==> src/hdl/ost_pkg.sv <==
// Package for the ordered set table.
// Holds the action and status codes, the controller state type and the
// command and status structs. It has no dependencies.
`default_nettype none

package ost_pkg;

    localparam int VALUE_W  = 32;
    localparam int ACTION_W = 3;
    localparam int STATUS_W = 2;

    typedef enum logic [ACTION_W-1:0] {
        ACT_INSERT = 3'd0,
        ACT_REMOVE = 3'd1,
        ACT_QUERY  = 3'd2,
        ACT_FIRST  = 3'd3,
        ACT_LAST   = 3'd4,
        ACT_CLEAR  = 3'd5
    } ost_action_t;

    typedef enum logic [STATUS_W-1:0] {
        ST_DONE  = 2'd0,
        ST_MISS  = 2'd1,
        ST_FULL  = 2'd2,
        ST_EMPTY = 2'd3
    } ost_status_t;

    typedef enum logic [0:0] {
        S_IDLE  = 1'b0,
        S_APPLY = 1'b1
    } ost_state_t;

    typedef struct packed {
        logic load;
        logic apply;
    } ost_cmd_t;

    typedef struct packed {
        logic out_blocked;
    } ost_stat_t;

endpackage

`default_nettype wire

==> src/hdl/ost_if.sv <==
// Handshake channels of the ordered set table: request and response.
// Depends on ost_pkg for the field widths.
`default_nettype none

interface ost_req_if
    import ost_pkg::*;
();
    logic                       valid;
    logic                       ready;
    logic [ACTION_W-1:0]        action;
    logic signed [VALUE_W-1:0]  value;

    modport source (output valid, output action, output value, input ready);
    modport sink   (input valid, input action, input value, output ready);
endinterface

interface ost_rsp_if
    import ost_pkg::*;
#(
    parameter int CNT_W = 7
)();
    logic                       valid;
    logic                       ready;
    logic [STATUS_W-1:0]        status;
    logic                       present;
    logic signed [VALUE_W-1:0]  removed_value;
    logic [CNT_W-1:0]           element_count;

    modport source (output valid, output status, output present,
                    output removed_value, output element_count, input ready);
    modport sink   (input valid, input status, input present,
                    input removed_value, input element_count, output ready);
endinterface

`default_nettype wire

==> src/hdl/ost_ctrl.sv <==
// Controller of the ordered set table: accepts a request, then applies it
// once the output register is free. Depends on ost_pkg.
`default_nettype none

module ost_ctrl
    import ost_pkg::*;
(
    input  wire logic      clk,
    input  wire logic      rst_n,
    input  wire logic      in_valid,
    output logic           in_ready,
    output ost_cmd_t       cmd,
    input  wire ost_stat_t stat
);

    ost_state_t state_reg;
    ost_state_t state_next;

    always_ff @(posedge clk or negedge rst_n)
    begin
        if (!rst_n)
        begin
            state_reg <= S_IDLE;
        end
        else
        begin
            state_reg <= state_next;
        end
    end

    always_comb
    begin
        state_next = state_reg;
        in_ready   = 1'b0;
        cmd.load   = 1'b0;
        cmd.apply  = 1'b0;
        case (state_reg)
            S_IDLE:
            begin
                in_ready = 1'b1;
                if (in_valid)
                begin
                    cmd.load   = 1'b1;
                    state_next = S_APPLY;
                end
            end
            S_APPLY:
            begin
                // hold until the previous result has been taken
                if (!stat.out_blocked)
                begin
                    cmd.apply  = 1'b1;
                    state_next = S_IDLE;
                end
            end
            default:
            begin
                state_next = S_IDLE;
            end
        endcase
    end

endmodule

`default_nettype wire

==> src/hdl/ost_cells.sv <==
// Datapath of the ordered set table: the row of entry cells with their
// comparators, the element count and the output register. Depends on ost_pkg.
`default_nettype none

module ost_cells
    import ost_pkg::*;
#(
    parameter int DEPTH = 64,
    parameter int CW    = 7
)(
    input  wire logic                       clk,
    input  wire logic                       rst_n,
    input  wire ost_cmd_t                   cmd,
    output ost_stat_t                       stat,
    input  wire logic [ACTION_W-1:0]        action,
    input  wire logic signed [VALUE_W-1:0]  value,
    output logic                            out_valid,
    input  wire logic                       out_ready,
    output logic [STATUS_W-1:0]             status,
    output logic                            present,
    output logic signed [VALUE_W-1:0]       removed_value,
    output logic [CW-1:0]                   element_count
);

    localparam int IW = (DEPTH > 1) ? $clog2(DEPTH) : 1;

    logic [VALUE_W-1:0]   cell_reg [DEPTH];
    logic [VALUE_W-1:0]   cell_up  [DEPTH];
    logic [DEPTH-1:0]     match_reg;
    logic [DEPTH-1:0]     at_or_after;
    logic [CW-1:0]        count_reg;
    logic [CW-1:0]        count_next;
    logic [ACTION_W-1:0]  act_reg;
    logic [VALUE_W-1:0]   value_reg;

    logic                 out_valid_reg;
    logic [STATUS_W-1:0]  status_reg;
    logic                 present_reg;
    logic [VALUE_W-1:0]   removed_reg;
    logic [CW-1:0]        ecount_reg;

    logic                 hit;
    logic                 empty;
    logic                 full;
    logic [IW-1:0]        last_idx;
    logic                 do_append;
    logic                 do_shift_hit;
    logic                 do_shift_all;
    ost_status_t          status_next;
    logic                 present_next;
    logic [VALUE_W-1:0]   removed_next;

    assign hit      = |match_reg;
    assign empty    = (count_reg == '0);
    assign full     = (count_reg == CW'(DEPTH));
    assign last_idx = IW'(count_reg - CW'(1));

    // compare all live cells against the incoming value
    always_ff @(posedge clk)
    begin
        if (cmd.load)
        begin
            act_reg   <= action;
            value_reg <= value;
            for (int i = 0; i < DEPTH; i++)
            begin
                match_reg[i] <= (CW'(i) < count_reg) && (cell_reg[i] == value);
            end
        end
    end

    genvar g;
    generate
        for (g = 0; g < DEPTH; g++)
        begin : g_cell
            assign at_or_after[g] = |match_reg[g:0];
            if (g < DEPTH - 1)
            begin : g_up
                assign cell_up[g] = cell_reg[g+1];
            end
            else
            begin : g_top
                assign cell_up[g] = cell_reg[g];
            end

            always_ff @(posedge clk)
            begin
                if (do_append && (count_reg == CW'(g)))
                begin
                    cell_reg[g] <= value_reg;
                end
                else if (do_shift_all || (do_shift_hit && at_or_after[g]))
                begin
                    cell_reg[g] <= cell_up[g];
                end
            end
        end
    endgenerate

    always_comb
    begin
        status_next  = ST_DONE;
        present_next = 1'b0;
        removed_next = '0;
        count_next   = count_reg;
        do_append    = 1'b0;
        do_shift_hit = 1'b0;
        do_shift_all = 1'b0;
        case (act_reg)
            ACT_INSERT:
            begin
                if (hit)
                begin
                    status_next  = ST_MISS;
                    present_next = 1'b1;
                end
                else if (full)
                begin
                    status_next = ST_FULL;
                end
                else
                begin
                    do_append  = cmd.apply;
                    count_next = count_reg + CW'(1);
                end
            end
            ACT_REMOVE:
            begin
                if (hit)
                begin
                    present_next = 1'b1;
                    do_shift_hit = cmd.apply;
                    count_next   = count_reg - CW'(1);
                end
                else
                begin
                    status_next = ST_MISS;
                end
            end
            ACT_QUERY:
            begin
                if (hit)
                begin
                    present_next = 1'b1;
                end
                else
                begin
                    status_next = ST_MISS;
                end
            end
            ACT_FIRST:
            begin
                if (empty)
                begin
                    status_next = ST_EMPTY;
                end
                else
                begin
                    present_next = 1'b1;
                    removed_next = cell_reg[0];
                    do_shift_all = cmd.apply;
                    count_next   = count_reg - CW'(1);
                end
            end
            ACT_LAST:
            begin
                if (empty)
                begin
                    status_next = ST_EMPTY;
                end
                else
                begin
                    present_next = 1'b1;
                    removed_next = cell_reg[last_idx];
                    count_next   = count_reg - CW'(1);
                end
            end
            ACT_CLEAR:
            begin
                count_next = '0;
            end
            default:
            begin
                count_next = count_reg;
            end
        endcase
    end

    always_ff @(posedge clk or negedge rst_n)
    begin
        if (!rst_n)
        begin
            count_reg     <= '0;
            out_valid_reg <= 1'b0;
        end
        else
        begin
            if (cmd.apply)
            begin
                count_reg     <= count_next;
                out_valid_reg <= 1'b1;
            end
            else if (out_ready)
            begin
                out_valid_reg <= 1'b0;
            end
        end
    end

    always_ff @(posedge clk)
    begin
        if (cmd.apply)
        begin
            status_reg  <= status_next;
            present_reg <= present_next;
            removed_reg <= removed_next;
            ecount_reg  <= count_next;
        end
    end

    assign stat.out_blocked = out_valid_reg && !out_ready;
    assign out_valid        = out_valid_reg;
    assign status           = status_reg;
    assign present          = present_reg;
    assign removed_value    = removed_reg;
    assign element_count    = ecount_reg;

endmodule

`default_nettype wire

==> src/hdl/ordered_set_table.sv <==
// Ordered set table: a set of distinct signed 32-bit values kept in insertion
// order, with insert, remove, query, remove-first, remove-last and clear.
// A request is accepted in S_IDLE, where each of the DEPTH entry cells
// compares its value against the request in parallel into a match register;
// it is applied in S_APPLY, where the cells write or shift down by one and the
// response is loaded into the output register. The next request is taken only
// after the apply, so one request is in flight at a time; a response still held
// in the output register delays only the apply of the following request.
// No clearing pass is needed after reset.
// Depends on ost_pkg, ost_if, ost_ctrl and ost_cells.
`default_nettype none

module ordered_set_table
    import ost_pkg::*;
#(
    parameter int DEPTH = 64
)(
    input  wire logic  clk,
    input  wire logic  rst_n,
    ost_req_if.sink    req,
    ost_rsp_if.source  rsp
);

    localparam int CW = $clog2(DEPTH + 1);

    ost_cmd_t         cmd;
    ost_stat_t        stat;
    logic [CW-1:0]    count_out;

    ost_ctrl u_ctrl (
        .clk      (clk),
        .rst_n    (rst_n),
        .in_valid (req.valid),
        .in_ready (req.ready),
        .cmd      (cmd),
        .stat     (stat)
    );

    ost_cells #(
        .DEPTH (DEPTH),
        .CW    (CW)
    ) u_cells (
        .clk           (clk),
        .rst_n         (rst_n),
        .cmd           (cmd),
        .stat          (stat),
        .action        (req.action),
        .value         (req.value),
        .out_valid     (rsp.valid),
        .out_ready     (rsp.ready),
        .status        (rsp.status),
        .present       (rsp.present),
        .removed_value (rsp.removed_value),
        .element_count (count_out)
    );

    assign rsp.element_count = count_out;

    // one request in flight at a time
    a_one_in_flight: assert property (@(posedge clk) disable iff (!rst_n)
        (req.valid && req.ready) |=> !req.ready)
        else $error("request accepted while another is in flight");

    a_count_range: assert property (@(posedge clk) disable iff (!rst_n)
        rsp.valid |-> (rsp.element_count <= CW'(DEPTH)))
        else $error("element count above capacity");

    a_empty_result: assert property (@(posedge clk) disable iff (!rst_n)
        (rsp.valid && (rsp.status == ST_EMPTY)) |->
            ((rsp.element_count == '0) && (rsp.removed_value == '0) && !rsp.present))
        else $error("empty status with nonzero payload");

    a_apply_free: assert property (@(posedge clk) disable iff (!rst_n)
        cmd.apply |-> !(rsp.valid && !rsp.ready))
        else $error("output register overwritten before transfer");

endmodule

`default_nettype wire
==> src/flat_wrapper.sv <==
// flat-port wrapper written by rule: the top's interface ports become plain ports
module ordered_set_table_flat import ost_pkg::*;
#(
    parameter int DEPTH = 64
)
  (clk, rst_n, req_valid, req_action, req_value, req_ready, rsp_valid, rsp_status, rsp_present, rsp_removed_value, rsp_element_count, rsp_ready);
  ost_req_if req_i ();
  ost_rsp_if rsp_i ();
  input  wire logic clk;
  input  wire logic rst_n;
  input wire logic [$bits(req_i.valid)-1:0] req_valid;
  input wire logic [$bits(req_i.action)-1:0] req_action;
  input wire logic [$bits(req_i.value)-1:0] req_value;
  output wire logic [$bits(req_i.ready)-1:0] req_ready;
  output wire logic [$bits(rsp_i.valid)-1:0] rsp_valid;
  output wire logic [$bits(rsp_i.status)-1:0] rsp_status;
  output wire logic [$bits(rsp_i.present)-1:0] rsp_present;
  output wire logic [$bits(rsp_i.removed_value)-1:0] rsp_removed_value;
  output wire logic [$bits(rsp_i.element_count)-1:0] rsp_element_count;
  input wire logic [$bits(rsp_i.ready)-1:0] rsp_ready;
  assign req_i.valid = req_valid;
  assign req_i.action = req_action;
  assign req_i.value = req_value;
  assign req_ready = req_i.ready;
  assign rsp_valid = rsp_i.valid;
  assign rsp_status = rsp_i.status;
  assign rsp_present = rsp_i.present;
  assign rsp_removed_value = rsp_i.removed_value;
  assign rsp_element_count = rsp_i.element_count;
  assign rsp_i.ready = rsp_ready;
  ordered_set_table #(.DEPTH(DEPTH)) u_core (.clk(clk), .rst_n(rst_n), .req(req_i), .rsp(rsp_i));
endmodule
==> config.mk <==
export PLATFORM = sky130hd
export DESIGN_NAME = ordered_set_table_flat
export DESIGN_NICKNAME = d
export VERILOG_FILES = /design/src/hdl/ost_pkg.sv /design/src/hdl/ost_if.sv /design/src/hdl/ost_ctrl.sv /design/src/hdl/ost_cells.sv /design/src/hdl/ordered_set_table.sv /design/src/flat_wrapper.sv
export SDC_FILE = /design/constraint.sdc
export NUM_CORES = 2
export LEC_CHECK = 0
export BUFFER_PORTS_ARGS = -buffer_cell sky130_fd_sc_hd__buf_4
export CAP_MARGIN = 10
export CORE_UTILIZATION = 51
export CTS_CLUSTER_SIZE = 40
export DETAILED_ROUTE_END_ITERATION = 16
export PLACE_DENSITY = 0.74
export SETUP_SLACK_MARGIN = 0.5
export SYNTH_ARGS = -nofsm -noshare
export SYNTH_HDL_FRONTEND = slang
export SYNTH_SLANG_ARGS = --single-unit
==> constraint.sdc <==
create_clock -name clk -period 9.4 [get_ports clk]
set_clock_uncertainty 0.05 [all_clocks]
set_input_delay 1.88 -clock clk [delete_from_list [all_inputs] [get_ports clk]]
set_output_delay 1.88 -clock clk [all_outputs]
set_load 0.01 [all_outputs]
==> flow_summary.json <==
{
  "outcome": "finished, violations left",
  "slew_violations": 0,
  "rows": 185,
  "instances_no_fill": 12800,
  "place_inst": 12300,
  "ant_nets": 0,
  "cts_resized": 0,
  "fin_hold_ws_ps": 550,
  "min_period_ps": 5990,
  "viasPerCell": 7.79,
  "syn_avg_cell_area_um2": 13.8,
  "ios": 83,
  "setup-violations-final": 0,
  "final_layout_size_suffix_gt1_frac": 0.283,
  "clk_latency_ps": 950,
  "ys_types": 75,
  "cap_violations": 1,
  "p_per_area_nw_per_um2": 324,
  "critPathLaunchType": "register",
  "syn_inst": 9494,
  "ctsHtreeMaxLevel": 4,
  "synthesis.area_um2": 131000,
  "drt-initial-drc-count": 20100,
  "cp_slowest_cell": "nand2_4",
  "cts_setup_buffers": 0,
  "path_delay_family": "simple AND/OR/NAND/NOR gates",
  "hold_violations": 0,
  "synth_top_area_cell": "edfxtp_1",
  "path_max_fanout": 41,
  "crit_required_ps": 10100,
  "netlist_top_cells_area": "edfxtp_1 (50%), mux4_2 (10%), mux2_2 (10%)",
  "wl_per_cell_um": 46.7,
  "layout_commonest_cell": "edfxtp_1",
  "cts_buffer_depth": 3,
  "path_cells": "inv_1, ha_4, nor3b_1, a21oi_4, nand2_4, buf_4, nand2_1, o21ai_0",
  "p_leak_uw": 0.0451,
  "grt_pass1_vias": 93200,
  "synth_nets": 9539,
  "yosys.area.top_type_share": 0.501,
  "core_region_area_um2": 255000,
  "ys_warn_count": 0,
  "synth_edf_count": 2189,
  "gp_congestion": 1.08,
  "grt_pass1_wl_um": 802000,
  "hp-class": "reg2reg",
  "die_h_um": 509,
  "finalWirelength_um": 597000,
  "cts_sinks": 2198,
  "portBuffers": 82,
  "ys_ff_latch": 2198,
  "crit_path_max_incr_delay_ps": 920,
  "track_usage": 0.454,
  "relSlewSlack": 0.00161,
  "fin_setup_tns_ps": 0,
  "fmax_mhz": 167,
  "synthFlopType": "edfxtp_1",
  "worstSetupEndpointType": "register",
  "die_w_um": 509,
  "violations": "capacitance limit",
  "synth_seq_area_share": 0.503,
  "root_buffer": "clkbuf_16",
  "start_util": 0.515,
  "first_pass_iters": 9,
  "cts_tree": "done",
  "gr-total-overflow": 0,
  "syn_to_final_growth_pct": 9.70,
  "ys_async_sr_fraction": 0.00409,
  "grt_setup_unrepaired": "no",
  "clkTransAtPathRegs_ps": 70,
  "arrival_ps": 6690,
  "crit_type": "reg2reg",
  "drc": 0,
  "critPathBufInv": 2,
  "die_area_um2": 259000,
  "max_slew.worst_pin.slew_ps": 1460,
  "layout.cells.most_common_list": "edfxtp_1 (2,189), mux2_2 (1,178), xor2_1 (1,171)",
  "vias": 99600,
  "dp_hpwl_um": 411000,
  "nets": 9238,
  "postCtsHoldBufs": 0,
  "peakVddDrop_uv": 410,
  "grt_max_degree": 111,
  "finalCritPeriodShare": 0.637,
  "largest_reg_flops": 2048,
  "antenna_found_initial": 78,
  "cts-buffers-inserted": 237
}
## layout make-up
cell class | instances | area, um^2
Clock inverter | 122 | 1090
Antenna cell | 26 | 65.1
Clock buffer | 314 | 6340
Inverter | 7 | 26.3
Fill cell | 20300 | 111000
Sequential cell | 2198 | 66000
Tap cell | 3366 | 4210
Timing Repair Buffer | 375 | 3150
Multi-Input combinational cell | 6374 | 63100
## cells by family (layout without fill, tap and decap cells)
family,Yosys count,after routing,share of synthesized area
other,0,26,0
and+or+nand+nor,1395,1395,0.0562
buffers and inverters,922,818,0.0272
muxes,1825,1825,0.209
adders and majority gates,6,6,0.000572
DFF,2198,2198,0.503
xor gates and xnor gates,2053,2053,0.137
AOI/OAI and AO/OA,1095,1095,0.0677
## final timing paths
check / startpoint / end / slack (ps) / cells after the start
min in group asynchronous: rst_n / u_core.u_cells.count_reg[6]$_DFFE_PN0N_ / 780 / 1
min: u_core.u_cells.cell_reg[34][19]$_DFFE_PP_ / u_core.u_cells.cell_reg[33][19]$_DFFE_PP_ / 550 / 1
min reg2reg: u_core.u_cells.cell_reg[34][19]$_DFFE_PP_ / u_core.u_cells.cell_reg[33][19]$_DFFE_PP_ / 550 / 1
max in group asynchronous: rst_n / u_core.u_cells.count_reg[0]$_DFFE_PN0N_ / 8270 / 1
max reg2reg: u_core.u_cells.count_reg[0]$_DFFE_PN0N_ / u_core.u_cells.cell_reg[35][5]$_DFFE_PP_ / 3410 / 8
max: u_core.u_cells.count_reg[0]$_DFFE_PN0N_ / u_core.u_cells.cell_reg[35][5]$_DFFE_PP_ / 3410 / 8
## metrics by stage
stage               power (uW)   util  cell area, um^2  setup slack (ps)
CTS                      45000  0.564           144000              3640
global placement         35500  0.535           136000              2950
finish                   46600  0.565           144000              3410
detailed placement       35700  0.535           136000              3010
global route             46500  0.564           144000              3400
floorplan                26000      -           131000              2590
## Yosys cell counts, types with 6 or more instances
| master | count |
|---|---|
| buf_1 | 142 |
| ha_1 | 6 |
| or4_1 | 10 |
| nor2b_1 | 8 |
| nor4_1 | 370 |
| xor2_1 | 1172 |
| a21oi_1 | 21 |
| mux2i_1 | 33 |
| edfxtp_1 | 2189 |
| nand2_1 | 430 |
| buf_2 | 79 |
| and2_1 | 8 |
| nor3_1 | 58 |
| a31oi_1 | 13 |
| o211ai_1 | 43 |
| o21ai_2 | 6 |
| o21bai_1 | 47 |
| o21ai_0 | 85 |
| nor2_1 | 68 |
| o21ai_1 | 41 |
| and3_1 | 6 |
| nand3_1 | 129 |
| a2111oi_0 | 12 |
| or3_1 | 11 |
| dfrtp_1 | 9 |
| xnor2_1 | 881 |
| clkbuf_1 | 692 |
| o31ai_1 | 7 |
| mux2_2 | 1178 |
| mux2_1 | 6 |
| mux4_2 | 608 |
| inv_1 | 6 |
| nand4_1 | 259 |
| o2111ai_1 | 44 |
| o2bb2ai_1 | 736 |
## per-layer routing
metal | track usage | up-vias | part of all wire
met5 | 0 | - | 0.00096
met4 | 0.311 | 64 | 0.086
met3 | 0.221 | 2185 | 0.18
met2 | 0.608 | 10700 | 0.40
met1 | 0.571 | 50200 | 0.33
li1 | - | 36400 | -
## power breakdown
group	internal, uW	leakage (uW)	switching [uW]	total, uW
clock	5090	0.00361	4280	9370
combinational	7550	0.0214	14600	22200
sequential	13300	0.0201	1760	15100
No activity file was read; power rests on OpenSTA's default activity.
